$ cat src/assert_macros.svh
// Assertion macros used by the sorted time slot table RTL.
// Each macro samples on clk and is disabled while rst_n is low.
`ifndef ASSERT_MACROS_SVH
`define ASSERT_MACROS_SVH

// Plain property, checked at every rising edge of clk.
`define ASSERT_CLK(label, prop, msg) \
    label: assert property (@(posedge clk) disable iff (!rst_n) (prop)) else $error(msg);

// Same-cycle implication.
`define ASSERT_IMPLIES(label, ante, cons, msg) \
    label: assert property (@(posedge clk) disable iff (!rst_n) (ante) |-> (cons)) \
        else $error(msg);

`endif

$ cat src/sts_pkg.sv
// Package for the sorted time slot table: field widths, codes and shared types.
// Used by sts_cell and sorted_time_slot_table_unit; depends on nothing else.
`default_nettype none

package sts_pkg;

    // Field widths of the ports.
    localparam int OP_W     = 2;
    localparam int HOUR_W   = 5;
    localparam int MINUTE_W = 6;
    localparam int INDEX_W  = 6;
    localparam int STATUS_W = 3;
    localparam int COUNT_W  = 7;
    localparam int KEY_W    = HOUR_W + MINUTE_W;

    // Time range limits and register reset value.
    localparam logic [HOUR_W-1:0]   HOURS_PER_DAY    = 5'd24;
    localparam logic [MINUTE_W-1:0] MINUTES_PER_HOUR = 6'd60;
    localparam logic [COUNT_W-1:0]  CAPACITY_RESET   = 7'd50;

    // Operation codes.
    localparam logic [OP_W-1:0] OP_CHECK  = 2'd0;
    localparam logic [OP_W-1:0] OP_INSERT = 2'd1;
    localparam logic [OP_W-1:0] OP_READ   = 2'd2;

    // Status codes.
    localparam logic [STATUS_W-1:0] ST_OK       = 3'd0;
    localparam logic [STATUS_W-1:0] ST_FULL     = 3'd1;
    localparam logic [STATUS_W-1:0] ST_TAKEN    = 3'd2;
    localparam logic [STATUS_W-1:0] ST_BADTIME  = 3'd3;
    localparam logic [STATUS_W-1:0] ST_BADINDEX = 3'd4;

    // Values broadcast from the control to every cell of the row.
    typedef struct packed {
        logic [KEY_W-1:0]   key;
        logic [INDEX_W-1:0] index;
        logic [COUNT_W-1:0] count;
    } bcast_t;

endpackage

`default_nettype wire

$ cat src/sts_cell.sv
// One cell of the sorted key row: holds one key, compares it against the
// broadcast key and index, and shifts toward the right on insert. Uses sts_pkg.
`default_nettype none

module sts_cell #(
    parameter int CELL_IDX = 0
) (
    input  wire logic                     clk,
    input  wire sts_pkg::bcast_t          bcast,
    input  wire logic                     write_en,
    input  wire logic [sts_pkg::KEY_W-1:0] left_key,
    input  wire logic                     left_after,
    output logic      [sts_pkg::KEY_W-1:0] key_out,
    output logic                          after_out,
    output logic                          present,
    output logic      [sts_pkg::KEY_W-1:0] read_key
);

    logic [sts_pkg::KEY_W-1:0] key_reg;
    logic [sts_pkg::KEY_W-1:0] key_next;
    logic                      present_reg;
    logic                      present_next;
    logic [sts_pkg::KEY_W-1:0] read_reg;
    logic [sts_pkg::KEY_W-1:0] read_next;
    logic                      occupied;
    logic                      at_count;

    // Position of this cell relative to the fill level.
    assign occupied = CELL_IDX < 32'(bcast.count);
    assign at_count = CELL_IDX == 32'(bcast.count);

    // This cell sits at or after the insertion point: its key is larger than the
    // new one, or it is the first empty cell.
    assign after_out = (occupied && (key_reg > bcast.key)) || at_count;
    assign key_out   = key_reg;

    // On insert, cells past the insertion point take their left neighbor's key,
    // and the cell at the insertion point takes the new key.
    always_comb
    begin
        key_next = key_reg;
        if (write_en)
        begin
            priority if (left_after)
            begin
                key_next = left_key;
            end
            else if (after_out)
            begin
                key_next = bcast.key;
            end
            else
            begin
                key_next = key_reg;
            end
        end
    end

    // Match flag and index-selected key, registered for the row reduction.
    assign present_next = occupied && (key_reg == bcast.key);
    assign read_next    = (CELL_IDX == 32'(bcast.index)) ? key_reg : '0;

    always_ff @(posedge clk)
    begin
        key_reg     <= key_next;
        present_reg <= present_next;
        read_reg    <= read_next;
    end

    assign present  = present_reg;
    assign read_key = read_reg;

endmodule

`default_nettype wire

$ cat src/sorted_time_slot_table_unit.sv
// Sorted time slot table: a row of MAX_ENTRIES cells holding time keys in order.
// A result passes through the item registers, the cell flag registers and the output register.
// A new item is taken only in S_IDLE, once the broadcast, compare and
// reduce/commit sequence over the cell row for the previous item is done.
// Reset: control, count (0) and capacity (50) are cleared; cell keys are not.
// A new item is taken while the previous result still waits at the output.
`default_nettype none
`include "assert_macros.svh"

module sorted_time_slot_table_unit #(
    parameter int MAX_ENTRIES = 64
) (
    input  wire logic                          clk,
    input  wire logic                          rst_n,
    // Configuration write
    input  wire logic                          cfg_we,
    input  wire logic [sts_pkg::COUNT_W-1:0]   cfg_wdata,
    // Input channel
    input  wire logic                          in_valid,
    output logic                               in_ready,
    input  wire logic [sts_pkg::OP_W-1:0]      op,
    input  wire logic [sts_pkg::HOUR_W-1:0]    slot_hour,
    input  wire logic [sts_pkg::MINUTE_W-1:0]  slot_minute,
    input  wire logic [sts_pkg::INDEX_W-1:0]   entry_index,
    // Output channel
    output logic                               out_valid,
    input  wire logic                          out_ready,
    output logic      [sts_pkg::STATUS_W-1:0]  status,
    output logic      [sts_pkg::COUNT_W-1:0]   entry_count,
    output logic      [sts_pkg::HOUR_W-1:0]    read_hour,
    output logic      [sts_pkg::MINUTE_W-1:0]  read_minute
);

    typedef enum logic [2:0] {
        S_IDLE = 3'b001,
        S_CMP  = 3'b010,
        S_DONE = 3'b100
    } state_t;

    state_t                            state_reg;
    state_t                            state_next;
    logic [sts_pkg::COUNT_W-1:0]       capacity_reg;
    logic [sts_pkg::COUNT_W-1:0]       count_reg;
    logic [sts_pkg::COUNT_W-1:0]       count_next;
    logic [sts_pkg::OP_W-1:0]          op_reg;
    logic [sts_pkg::KEY_W-1:0]         key_reg;
    logic [sts_pkg::INDEX_W-1:0]       index_reg;

    logic                              out_valid_reg;
    logic [sts_pkg::STATUS_W-1:0]      status_reg;
    logic [sts_pkg::STATUS_W-1:0]      status_next;
    logic [sts_pkg::COUNT_W-1:0]       entry_count_reg;
    logic [sts_pkg::HOUR_W-1:0]        read_hour_reg;
    logic [sts_pkg::HOUR_W-1:0]        read_hour_next;
    logic [sts_pkg::MINUTE_W-1:0]      read_minute_reg;
    logic [sts_pkg::MINUTE_W-1:0]      read_minute_next;

    sts_pkg::bcast_t                   bcast;
    logic [sts_pkg::KEY_W-1:0]         cell_key     [MAX_ENTRIES];
    logic                              cell_after   [MAX_ENTRIES];
    logic                              cell_present [MAX_ENTRIES];
    logic [sts_pkg::KEY_W-1:0]         cell_read    [MAX_ENTRIES];

    logic                              in_fire;
    logic                              out_free;
    logic                              commit;
    logic                              do_insert;
    logic                              table_full;
    logic                              bad_time;
    logic                              index_ok;
    logic                              present_any;
    logic [sts_pkg::KEY_W-1:0]         read_any;
    logic [sts_pkg::HOUR_W-1:0]        key_hour;
    logic [sts_pkg::MINUTE_W-1:0]      key_minute;

    // Handshake conditions.
    assign in_ready = state_reg == S_IDLE;
    assign in_fire  = in_valid && in_ready;
    assign out_free = !out_valid_reg || out_ready;
    assign commit   = (state_reg == S_DONE) && out_free;

    // Capacity register.
    always_ff @(posedge clk or negedge rst_n)
    begin
        if (!rst_n)
        begin
            capacity_reg <= sts_pkg::CAPACITY_RESET;
        end
        else if (cfg_we)
        begin
            capacity_reg <= cfg_wdata;
        end
    end

    // Sequencer: broadcast, compare in the cells, then reduce and commit.
    always_comb
    begin
        state_next = state_reg;
        unique case (state_reg)
            S_IDLE:
            begin
                if (in_fire)
                begin
                    state_next = S_CMP;
                end
            end
            S_CMP:
            begin
                state_next = S_DONE;
            end
            S_DONE:
            begin
                if (out_free)
                begin
                    state_next = S_IDLE;
                end
            end
            default:
            begin
                state_next = S_IDLE;
            end
        endcase
    end

    always_ff @(posedge clk or negedge rst_n)
    begin
        if (!rst_n)
        begin
            state_reg <= S_IDLE;
            count_reg <= '0;
        end
        else
        begin
            state_reg <= state_next;
            count_reg <= count_next;
        end
    end

    // Item registers, loaded on an input transfer.
    always_ff @(posedge clk)
    begin
        if (in_fire)
        begin
            op_reg    <= op;
            key_reg   <= {slot_hour, slot_minute};
            index_reg <= entry_index;
        end
    end

    assign bcast.key   = key_reg;
    assign bcast.index = index_reg;
    assign bcast.count = count_reg;

    // Row of cells; each takes its left neighbor's key and insertion flag.
    for (genvar i = 0; i < MAX_ENTRIES; i++)
    begin : g_cell
        logic [sts_pkg::KEY_W-1:0] left_key;
        logic                      left_after;
        if (i == 0)
        begin : g_first
            assign left_key   = '0;
            assign left_after = 1'b0;
        end
        else
        begin : g_rest
            assign left_key   = cell_key[i-1];
            assign left_after = cell_after[i-1];
        end

        sts_cell #(
            .CELL_IDX (i)
        ) u_cell (
            .clk        (clk),
            .bcast      (bcast),
            .write_en   (do_insert),
            .left_key   (left_key),
            .left_after (left_after),
            .key_out    (cell_key[i]),
            .after_out  (cell_after[i]),
            .present    (cell_present[i]),
            .read_key   (cell_read[i])
        );
    end

    // Combine the registered cell flags; unselected cells drive zero keys.
    always_comb
    begin
        present_any = 1'b0;
        read_any    = '0;
        for (int i = 0; i < MAX_ENTRIES; i++)
        begin
            present_any = present_any | cell_present[i];
            read_any    = read_any | cell_read[i];
        end
    end

    // Operation checks.
    assign key_hour   = key_reg[sts_pkg::KEY_W-1:sts_pkg::MINUTE_W];
    assign key_minute = key_reg[sts_pkg::MINUTE_W-1:0];
    assign bad_time   = (key_hour >= sts_pkg::HOURS_PER_DAY)
                     || (key_minute >= sts_pkg::MINUTES_PER_HOUR);
    assign table_full = (count_reg >= capacity_reg) || (32'(count_reg) >= MAX_ENTRIES);
    assign index_ok   = (32'(index_reg) < 32'(count_reg)) && (32'(index_reg) < MAX_ENTRIES);
    assign do_insert  = commit && (op_reg == sts_pkg::OP_INSERT) && !table_full && !bad_time;
    assign count_next = do_insert ? count_reg + 1'b1 : count_reg;

    // Result of the current operation.
    always_comb
    begin
        status_next      = sts_pkg::ST_OK;
        read_hour_next   = '0;
        read_minute_next = '0;
        unique case (op_reg)
            sts_pkg::OP_CHECK:
            begin
                priority if (table_full)
                begin
                    status_next = sts_pkg::ST_FULL;
                end
                else if (bad_time)
                begin
                    status_next = sts_pkg::ST_BADTIME;
                end
                else if (present_any)
                begin
                    status_next = sts_pkg::ST_TAKEN;
                end
                else
                begin
                    status_next = sts_pkg::ST_OK;
                end
            end
            sts_pkg::OP_INSERT:
            begin
                priority if (table_full)
                begin
                    status_next = sts_pkg::ST_FULL;
                end
                else if (bad_time)
                begin
                    status_next = sts_pkg::ST_BADTIME;
                end
                else
                begin
                    status_next = sts_pkg::ST_OK;
                end
            end
            sts_pkg::OP_READ:
            begin
                if (index_ok)
                begin
                    read_hour_next   = read_any[sts_pkg::KEY_W-1:sts_pkg::MINUTE_W];
                    read_minute_next = read_any[sts_pkg::MINUTE_W-1:0];
                end
                else
                begin
                    status_next = sts_pkg::ST_BADINDEX;
                end
            end
            default:
            begin
                status_next = sts_pkg::ST_OK;
            end
        endcase
    end

    // Output register; a result waits here until its transfer.
    always_ff @(posedge clk or negedge rst_n)
    begin
        if (!rst_n)
        begin
            out_valid_reg <= 1'b0;
        end
        else if (commit)
        begin
            out_valid_reg <= 1'b1;
        end
        else if (out_ready)
        begin
            out_valid_reg <= 1'b0;
        end
    end

    always_ff @(posedge clk)
    begin
        if (commit)
        begin
            status_reg      <= status_next;
            entry_count_reg <= count_next;
            read_hour_reg   <= read_hour_next;
            read_minute_reg <= read_minute_next;
        end
    end

    assign out_valid   = out_valid_reg;
    assign status      = status_reg;
    assign entry_count = entry_count_reg;
    assign read_hour   = read_hour_reg;
    assign read_minute = read_minute_reg;

    // The count only moves on the commit of an accepted insert.
    `ASSERT_CLK(a_count_on_insert, (count_reg != $past(count_reg)) |-> $past(do_insert), "count changed without an insert")
    // A new result is loaded only from the final step of the sequence.
    `ASSERT_CLK(a_out_from_done, $rose(out_valid_reg) |-> $past(state_reg == S_DONE), "result appeared outside the commit step")
    // The first two stored keys stay in non-descending order.
    `ASSERT_IMPLIES(a_sorted_head, (count_reg >= 7'd2) && (state_reg == S_IDLE), cell_key[0] <= cell_key[1], "stored keys out of order")

endmodule

`default_nettype wire

$ cat config.mk
export PLATFORM = sky130hd
export DESIGN_NAME = sorted_time_slot_table_unit
export DESIGN_NICKNAME = d
export VERILOG_FILES = /design/src/sts_pkg.sv /design/src/sts_cell.sv /design/src/sorted_time_slot_table_unit.sv
export VERILOG_INCLUDE_DIRS = /design/src /design/src/src
export SDC_FILE = /design/constraint.sdc
export NUM_CORES = 2
export LEC_CHECK = 0
export BUFFER_PORTS_ARGS = -buffer_cell sky130_fd_sc_hd__buf_2
export CELL_PAD_IN_SITES_DETAIL_PLACEMENT = 1
export CELL_PAD_IN_SITES_GLOBAL_PLACEMENT = 1
export CORE_MARGIN = 4
export CORE_UTILIZATION = 42
export CTS_CLUSTER_SIZE = 30
export DETAILED_ROUTE_END_ITERATION = 8
export PLACE_DENSITY_LB_ADDON = 0.3
export SYNTH_ARGS = -nofsm -noshare
export SYNTH_HDL_FRONTEND = slang
export SYNTH_HIERARCHICAL = 1
export SYNTH_SLANG_ARGS = --single-unit
$ cat constraint.sdc
create_clock -name clk -period 21.8 [get_ports clk]
set_clock_uncertainty 0.05 [all_clocks]
set_input_delay 2.18 -clock clk [delete_from_list [all_inputs] [get_ports clk]]
set_output_delay 2.18 -clock clk [all_outputs]
set_load 0.02 [all_outputs]
==> flow_metrics.env <==
export IMPL_status="completed"
export IMPL_cts_path_max_buffers=3
export IMPL_dieArea_um2=187000
export IMPL_worst_setup_path_end_kind="flop"
export IMPL_die_y_um=432
export IMPL_fmax_mhz=170
export IMPL_drtAntennaViolNets=0
export IMPL_wl_per_cell_um=27.0
export IMPL_fin_util_pct=47.6
export IMPL_grt_max_degree=81
export IMPL_coreArea_um2=179000
export IMPL_initial_utilization_pct=42.3
export IMPL_final_common_cell="nand2_1"
export IMPL_r2r_worst_path_cells=10
export IMPL_first_iter_violations=5244
export IMPL_routabilityCongestion=0.931
export IMPL_min_path_type="reg -> reg"
export IMPL_clk_pin_slew_ps=60
export IMPL_worst_pin_slew_ps=1340
export IMPL_cp_data_arrival_time_ps=6270
export IMPL_final_period_utilization_pct=27.1
export IMPL_fin_setup_tns_ps=0
export IMPL_synthCells=7346
export IMPL_antenna_found_initial=8
export IMPL_holdPathEnd="g_cell[63].u_cell/read_key[4]$_SDFF_PP0_"
export IMPL_totalWireLength_um=271000
export IMPL_syn_area_um2=75500
export IMPL_setup_slack_ps=15900
export IMPL_port_buffers=53
export IMPL_grt_pass1_vias=60895
export IMPL_critPathRequiredTime_ps=22180
export IMPL_r2r_end="g_cell[34].u_cell/key_out[4]$_DFFE_PP_"
export IMPL_multi_input_area_um2=33700
export IMPL_layout_min_cycle_time_ps=5900
export IMPL_num_io_pins=54
export IMPL_max_slew_margin_pct=10.1
export IMPL_rows=155
export IMPL_pre_cts_slack_ps=15090
export IMPL_regToRegSetupSlack_ps=16500
export IMPL_yosys_warnings=6
export IMPL_grt_overflow_total=0
export IMPL_fillers=19512
export IMPL_dp_hpwl_um=190000
export IMPL_die_w_um=432
export IMPL_cts_sinks=1530
export IMPL_num_vias=58753
export IMPL_insertion_delay_ps=830
export IMPL_cts_resized_gates=0
export IMPL_vias_per_cell=5.85
export IMPL_cts_tree="yes"
export IMPL_powerDensity_nw_per_um2=95.3
export IMPL_whs_path_depth=1
export IMPL_finalMaxSlewViolations=0
export IMPL_hold_viol=0
export IMPL_crit_path_max_fanout=39
export IMPL_h_tree_depth=4
export IMPL_most_common_layout_cells="826 x nand2_1, 797 x inv_1, 768 x dfxtp_1, 744 x edfxtp_1, 717 x ha_1"
export IMPL_cts_setup_buffers=0
export IMPL_seqCellArea_um2=38200
export IMPL_areaGrowthSynthToFinish_pct=12.6
export IMPL_p_leak_nw=35.3
export IMPL_avgSynthCellArea_um2=10.3
export IMPL_rsz0062_at_grt="no"
export IMPL_numCtsBuffers=167
export IMPL_holdBufCountCts=0
export IMPL_cap_violations=0
export IMPL_cts_root_buf="clkbuf_16"
export IMPL_grt_pass1_wl_um=398000
export IMPL_drc=0
export IMPL_start_kind="input pin"
export IMPL_final_layout_size_suffix_gt1_share_pct=10.9
export IMPL_finalSetupViolations=0
export IMPL_ir_worst_vdd_uv=88.3
export IMPL_grt_use_total_pct=28.5
export IMPL_timing_rr_start="count_reg[0]$_DFF_PN0_"
export IMPL_critical_path_class="in -> reg"
export IMPL_first_pass_iters=6
export IMPL_nets=8294
export IMPL_min_from="g_cell[63].u_cell/key_out[4]$_DFFE_PP_"
-- metrics by stage --
step	std cells	total power, W	hold slack, ps	cell area [um2]
after floorplan	7361	0.00448	403	75500
after global placement	9731	0.00507	436	79200
after detailed placement	9731	0.00517	432	79200
after global routing	10048	0.00844	474	85000
final	10051	0.00810	452	85000
after CTS	10047	0.00809	449	85000
-- how the worst max path moves through the flow --
| stage | start | to | slack (ps) |
|---|---|---|---|
| floorplan | count_reg[6]$_DFF_PN0_ | g_cell[3].u_cell/key_out[0]$_DFFE_PP_ | 14850 |
| finish | out_ready | g_cell[34].u_cell/key_out[4]$_DFFE_PP_ | 15900 |
| global placement | out_ready | g_cell[34].u_cell/key_out[1]$_DFFE_PP_ | 15240 |
| CTS | out_ready | g_cell[34].u_cell/key_out[3]$_DFFE_PP_ | 15960 |
| global route | out_ready | g_cell[34].u_cell/key_out[10]$_DFFE_PP_ | 15680 |
| detailed placement | out_ready | g_cell[34].u_cell/key_out[4]$_DFFE_PP_ | 15090 |
-- worst max-delay path: stages --
cell and delay (ps):
buf_2 70, nand2b_1 160, nor2b_4 820, nand3_4 230, nor3_4 380, buf_4 590, buf_4 620, nand3_1 150
o221ai_1 1000
-- layer usage --
layer | vias up | GRT usage [%] | wire [um] | share of wire (%)
li1 | 26650 | - | - | -
met1 | 29397 | 38.5 | 118000 | 44
met2 | 2131 | 45.2 | 122000 | 45
met3 | 569 | 4.52 | 17600 | 6.5
met4 | 6 | 12.7 | 13300 | 4.9
met5 | - | 0 | 40 | 0.015
-- cell type report --
type,instances,area share (%)
Multi-Input combinational cell,4866,39.7
Tap cell,2355,3.47
Antenna cell,3,0.00883
Clock inverter,74,0.825
Timing Repair Buffer,183,1.60
Inverter,798,3.52
Clock buffer,242,5.91
Sequential cell,1530,45.0
-- report_power, final --
part	internal [W]	switching (W)
registers	0.00317	0.0000595
logic	0.000597	0.00134
clock network	0.00169	0.00124
total	0.00545	0.00265
(Power assumes the default switching activity.)
